[src/pfi_pkg.sv]
// Package for the polyphase FIR interpolator: field widths, codes,
// request and control struct types. No dependencies.
`timescale 1ns / 1ps

package pfi_pkg;

  localparam int SampleBits     = 24;
  localparam int CoefBits       = 24;
  localparam int CoefFrac       = 22;
  localparam int PhaseBits      = 3;
  localparam int TapBits        = 4;
  localparam int ChanBits       = 1;
  localparam int FactorLog2Bits = 2;
  localparam int ChanCntBits    = 2;
  localparam int FacBits        = 4;
  localparam int CfgIdxBits     = 2;
  localparam int CfgDataBits    = 2;

  // action codes
  localparam logic ActSample = 1'b0;
  localparam logic ActCoef   = 1'b1;

  // register indexes
  localparam logic [CfgIdxBits-1:0] CfgFactorLog2    = 2'd0;
  localparam logic [CfgIdxBits-1:0] CfgChannelsInUse = 2'd1;

  localparam logic [FactorLog2Bits-1:0] FactorLog2Reset = 2'd2;
  localparam logic [ChanCntBits-1:0]    ChannelsReset   = 2'd1;

  typedef struct packed {
    logic                         action;
    logic [ChanBits-1:0]          channel;
    logic signed [SampleBits-1:0] sample_in;
    logic [PhaseBits-1:0]         coef_phase;
    logic [TapBits-1:0]           coef_tap;
    logic signed [CoefBits-1:0]   coef_value;
  } in_item_t;

  typedef struct packed {
    logic [ChanBits-1:0]          out_channel;
    logic signed [SampleBits-1:0] sample_out;
    logic [PhaseBits-1:0]         phase;
    logic                         last;
  } out_item_t;

  // one multiply-accumulate step travelling down the datapath
  typedef struct packed {
    logic                 valid;
    logic                 first;
    logic                 last;
    logic                 tap_ok;
    logic [PhaseBits-1:0] phase;
    logic                 last_phase;
    logic [ChanBits-1:0]  channel;
  } pfi_ctl_t;

endpackage

[src/pfi_mac.sv]
// Shared multiply-accumulate unit with round and saturate stage.
// Depends on pfi_pkg.
`timescale 1ns / 1ps

module pfi_mac #(
  parameter int TAPS = 16
) (
  input  logic                                 clk_i,
  input  logic                                 rst_ni,
  input  pfi_pkg::pfi_ctl_t                    ctl_i,
  input  logic signed [pfi_pkg::SampleBits-1:0] hist_i,
  input  logic signed [pfi_pkg::CoefBits-1:0]  coef_i,
  input  logic                                 hold_i,
  output logic                                 busy_o,
  output logic                                 res_valid_o,
  output pfi_pkg::out_item_t                   res_item_o
);

  import pfi_pkg::*;

  localparam int ProdBits = SampleBits + CoefBits;
  localparam int AccBits  = ProdBits + $clog2(TAPS) + 1;
  localparam int QBits    = AccBits - CoefFrac;
  localparam logic signed [AccBits-1:0] RndHalf = AccBits'(2 ** (CoefFrac - 1));
  localparam logic signed [QBits-1:0]   SatHi   = QBits'(2 ** (SampleBits - 1) - 1);
  localparam logic signed [QBits-1:0]   SatLo   = -SatHi - QBits'(1);

  pfi_ctl_t ctl1_q, ctl2_q, done_ctl_q;
  logic     done_q;

  logic signed [ProdBits-1:0] mul;
  logic signed [ProdBits-1:0] prod_q;
  logic signed [AccBits-1:0]  prod_ext;
  logic signed [AccBits-1:0]  acc_q;
  logic signed [AccBits-1:0]  rnd;
  logic signed [QBits-1:0]    quo;
  logic signed [SampleBits-1:0] sat;

  assign mul      = hist_i * coef_i;
  assign prod_ext = $signed({{(AccBits - ProdBits){prod_q[ProdBits-1]}}, prod_q});

  always_ff @(posedge clk_i or negedge rst_ni) begin
    if (!rst_ni) begin
      ctl1_q <= '0;
      ctl2_q <= '0;
      done_q <= 1'b0;
    end else if (!hold_i) begin
      ctl1_q <= ctl_i;
      ctl2_q <= ctl1_q;
      done_q <= ctl2_q.valid && ctl2_q.last;
    end
  end

  always_ff @(posedge clk_i) begin
    if (!hold_i) begin
      // drop taps older than the history fill
      prod_q <= ctl1_q.tap_ok ? mul : '0;
      if (ctl2_q.valid) begin
        acc_q <= ctl2_q.first ? prod_ext : acc_q + prod_ext;
      end
      if (ctl2_q.valid && ctl2_q.last) begin
        done_ctl_q <= ctl2_q;
      end
    end
  end

  // round half up, then clamp to the sample range
  assign rnd = acc_q + RndHalf;
  assign quo = $signed(rnd[AccBits-1:CoefFrac]);

  always_comb begin
    priority if (quo > SatHi) begin
      sat = SatHi[SampleBits-1:0];
    end else if (quo < SatLo) begin
      sat = SatLo[SampleBits-1:0];
    end else begin
      sat = quo[SampleBits-1:0];
    end
  end

  assign busy_o      = ctl1_q.valid || ctl2_q.valid || done_q;
  assign res_valid_o = done_q;

  always_comb begin
    res_item_o.out_channel = done_ctl_q.channel;
    res_item_o.sample_out  = sat;
    res_item_o.phase       = done_ctl_q.phase;
    res_item_o.last        = done_ctl_q.last_phase;
  end

endmodule

[config.mk]
export PLATFORM = sky130hd
export DESIGN_NAME = pfi_mac
export DESIGN_NICKNAME = d
export VERILOG_FILES = /design/src/pfi_pkg.sv /design/src/pfi_mac.sv
export SDC_FILE = /design/constraint.sdc
export NUM_CORES = 2
export LEC_CHECK = 0
export BUFFER_PORTS_ARGS = -buffer_cell sky130_fd_sc_hd__clkbuf_2
export CAP_MARGIN = 20
export CORE_MARGIN = 2
export CORE_UTILIZATION = 40
export DETAILED_ROUTE_END_ITERATION = 16
export PLACE_DENSITY = 0.62
export SLEW_MARGIN = 15
export SYNTH_ARGS = -nofsm -noshare
export SYNTH_HDL_FRONTEND = slang
export SYNTH_SLANG_ARGS = --single-unit
export TNS_END_PERCENT = 5
[constraint.sdc]
create_clock -name clk_i -period 3.5 [get_ports clk_i]
set_clock_uncertainty 0.2 [all_clocks]
set_input_delay 0.7 -clock clk_i [delete_from_list [all_inputs] [get_ports clk_i]]
set_output_delay 0.7 -clock clk_i [all_outputs]
set_load 0.02 [all_outputs]
==> results.py <==
metrics = {
    "outcome": {
        "run_status": "complete, but fails checks",
        "violations_in_the_final_reports": "setup timing",
    },
    "placed_design": {
        "place.port_buffers": 90,
        "dp_hpwl_mm": 63.4,
        "gp_routability_congestion": 0.931,
        "postPlaceCellArea_um2": 34000,
    },
    "clock_network": {
        "cts_tree": "yes",
        "clkTransAtPathRegs_ns": 0.06,
        "cts-root-to-sink-buffers": 2,
        "htree_levels": 4,
        "clock_latency_ns": 0.44,
        "num_clock_sinks": 124,
        "cts_root_buf": "clkbuf_16",
        "cts_inserted_buffers": 17,
    },
    "yosys": {
        "syn_inst": 3122,
        "yosysWarningCount": 0,
        "synth_fp_nets": 3977,
        "synth_enable_flop_cells": 106,
        "ys.flop_type": "edfxtp_1",
        "synth.distinct_cells": 73,
        "ys_seq_area_frac": 0.124,
        "synthDominantAreaCellType": "fa_1",
        "yosys.area.top_type_share": 0.416,
        "post_synth_main_area_contributors": "fa_1 42%, edfxtp_1 11%, inv_1 8.7%",
        "yosysMostFrequentCell": "inv_1",
        "synth_seq_cells": 124,
        "syn_area_um2": 29300,
        "async_flop_share": 0.145,
        "most_frequent_cells_after_synthesis": "680 x inv_1, 608 x fa_1, 389 x nand2_1, 328 x and2_1, 187 x ha_1",
        "synth_area_per_cell_um2": 9.37,
    },
    "global_routing": {
        "grt.total_usage": 0.202,
        "first_global_vias": 23300,
        "grt_antenna_before_repair": 1,
        "grt_max_degree": 59,
        "grt_remaining_overflow": 0,
        "grt_pass1_wl_mm": 121,
    },
    "routing": {
        "drt_drc_violations_left": 0,
        "final_routed_wirelength_across_all_metal_layers_mm": 73.2,
        "detail_route.first_pass.iterations": 5,
        "post_drt_via_cell_ratio": 4.83,
        "routed-via-count": 21800,
        "final_antenna_net_count": 0,
        "drt_iter0_drc": 978,
        "wire_per_inst_um": 16.2,
    },
    "worst_setup_path": {
        "crit_fanout": 8,
        "crit_slowest_cell": "fa_2",
        "worst_r2r_endpoint": "acc_q[51]",
        "required_worst_endpoint_ns": 3.49,
        "cp-end-kind": "flip-flop",
        "data_arrival_time_at_the_worst_slack_endpoint_ns": 7.12,
        "reg2reg_from": "prod_q[6]",
        "worst_setup_start_kind": "input pin",
        "crit_type": "in -> reg",
        "r2r_setup_slack_ns": -0.20,
        "critical-path-top-cell-by-count": "fa_1",
        "reg2regPathDepth": 12,
        "critPathMaxStageDelay_ns": 0.63,
    },
    "timing": {
        "worst_pin_slew_ns": 1.03,
        "achievable-frequency_ghz": 0.140,
        "grt_setup_unrepaired": "true",
        "post-route-period-util": 2.04,
        "setup_slack_ns": -3.62,
        "setup_viol_count_final": 72,
        "timing.max_slew.rel_slack": 0.314,
        "report.final.hold_viol_count": 0,
        "final_max_slew_viol_count": 0,
        "final_period_minus_worst_setup_slack_ns": 7.12,
    },
    "final_layout": {
        "layout-area-overhead-vs-synth_pct": 22.7,
        "finalInstanceArea_um2": 35900,
        "fillCellCount": 6685,
        "post_route_cells_drive_above_1_share": 0.219,
        "seq_area_um2": 3630,
        "multi_input_area_um2": 23500,
        "fin_nets": 4393,
        "antenna_cells_inserted": 0,
    },
    "die": {
        "die_width_um": 274,
        "initial_utilization": 0.402,
        "floorplan.die.height_um": 274,
        "floorplan.io_pins": 91,
        "die_area_um2": 75300,
        "core_um2": 72700,
        "fp-row-count": 99,
    },
    "hold_path": {
        "worst_hold_startpoint": "ctl2_q[0]",
        "hp-class": "reg -> reg",
        "whs_endpoint": "res_item_o[28]",
        "hold_depth": 0,
    },
    "flow_run": {
        "max_cap_viols": 0,
    },
}
==> per-stage QoR <==
stage,hold WS (ns),setup TNS [ns],cells,util,setup slack (ns)
2_1_floorplan,0.204,-146.89,3122,-,-3.79
3_3_place_gp,0.225,-151.13,4460,0.468,-4.20
3_5_place_dp,0.232,-154.58,4460,0.468,-4.34
4_1_cts,0.245,-128.31,4503,0.489,-3.67
5_1_grt,0.257,-142.26,4510,0.494,-3.83
6_report,0.244,-126.68,4510,0.494,-3.62
==> what timing repair did <==
item	CTS	global route
gates resized for setup	209	97
buffers inserted	11	7
pin swaps	98	47
endpoints found under the setup margin	80	89
endpoints found under the hold margin	16	0
hold buffers	1	0
==> area by class of cell <==
class / count / share of cell area
clock buffer: 18 / 0.0120
clock inverter: 14 / 0.00478
inverter: 681 / 0.0713
multi-input combinational: 2193 / 0.655
sequential: 124 / 0.101
tap: 959 / 0.0334
timing repair buffer: 521 / 0.122
==> critical path, delay by kind of cell <==
family	cells	cell delay, ns
adders and majority gates	8	3.67
buffers and inverters	7	0.67
and+or+nand+nor	5	0.69
xor gates and xnor gates	1	0.15
AOI/OAI and AO/OA	6	1.25
==> registers in the layout (all words and copies together), names as in the netlist <==
register and flops:
res_valid_o 1, ctl2_q 8, res_item_o 5, prod_q 48, ctl1_q 9, acc_q 53
==> cell usage in the layout (no fill, tap or decap), types with 21 or more instances in the layout <==
cell      count
a21o_1       30
a21oi_1      69
and2_1      302
and2_4       26
buf_12       23
buf_4       383
buf_6        21
clkbuf_2     42
edfxtp_1    106
fa_1        577
fa_2         31
ha_1        157
ha_4         26
inv_1       657
inv_2        23
mux2_2       21
nand2_1     383
nor2_1       61
o21ai_0     102
xnor2_1      80
xor2_1       44
==> metal layers <==
metal	wire, um	track usage
met5	0	0
met4	1500	0.0501
met3	3820	0.0327
met2	34300	0.339
met1	33600	0.273
==> cells by family (layout without fill, tap and decap cells) <==
group,count (synthesis),after routing,synth area share
flip-flops,124,124,0.124
adder cells (fa/ha/maj),795,795,0.496
AO/OA/AOI/OAI,352,352,0.0771
XOR/XNOR,125,125,0.0374
AND/OR/NAND/NOR,899,899,0.153
multiplexers,22,22,0.00843
buffers and inverters,805,1234,0.103
==> how the worst max path moves through the flow <==
stage / cells after the start / endpoint / startpoint
after global routing: 24 / prod_q[47] / hist_i[23]
after detailed placement: 26 / prod_q[45] / coef_i[0]
after global placement: 25 / prod_q[45] / hist_i[12]
final: 27 / prod_q[46] / coef_i[2]
after CTS: 27 / prod_q[45] / hist_i[5]
after floorplan: 27 / prod_q[45] / coef_i[8]
Power is left out: the tool's default activity adds up to more than one toggle a clock period on the data nets, which glitch-free logic cannot reach.
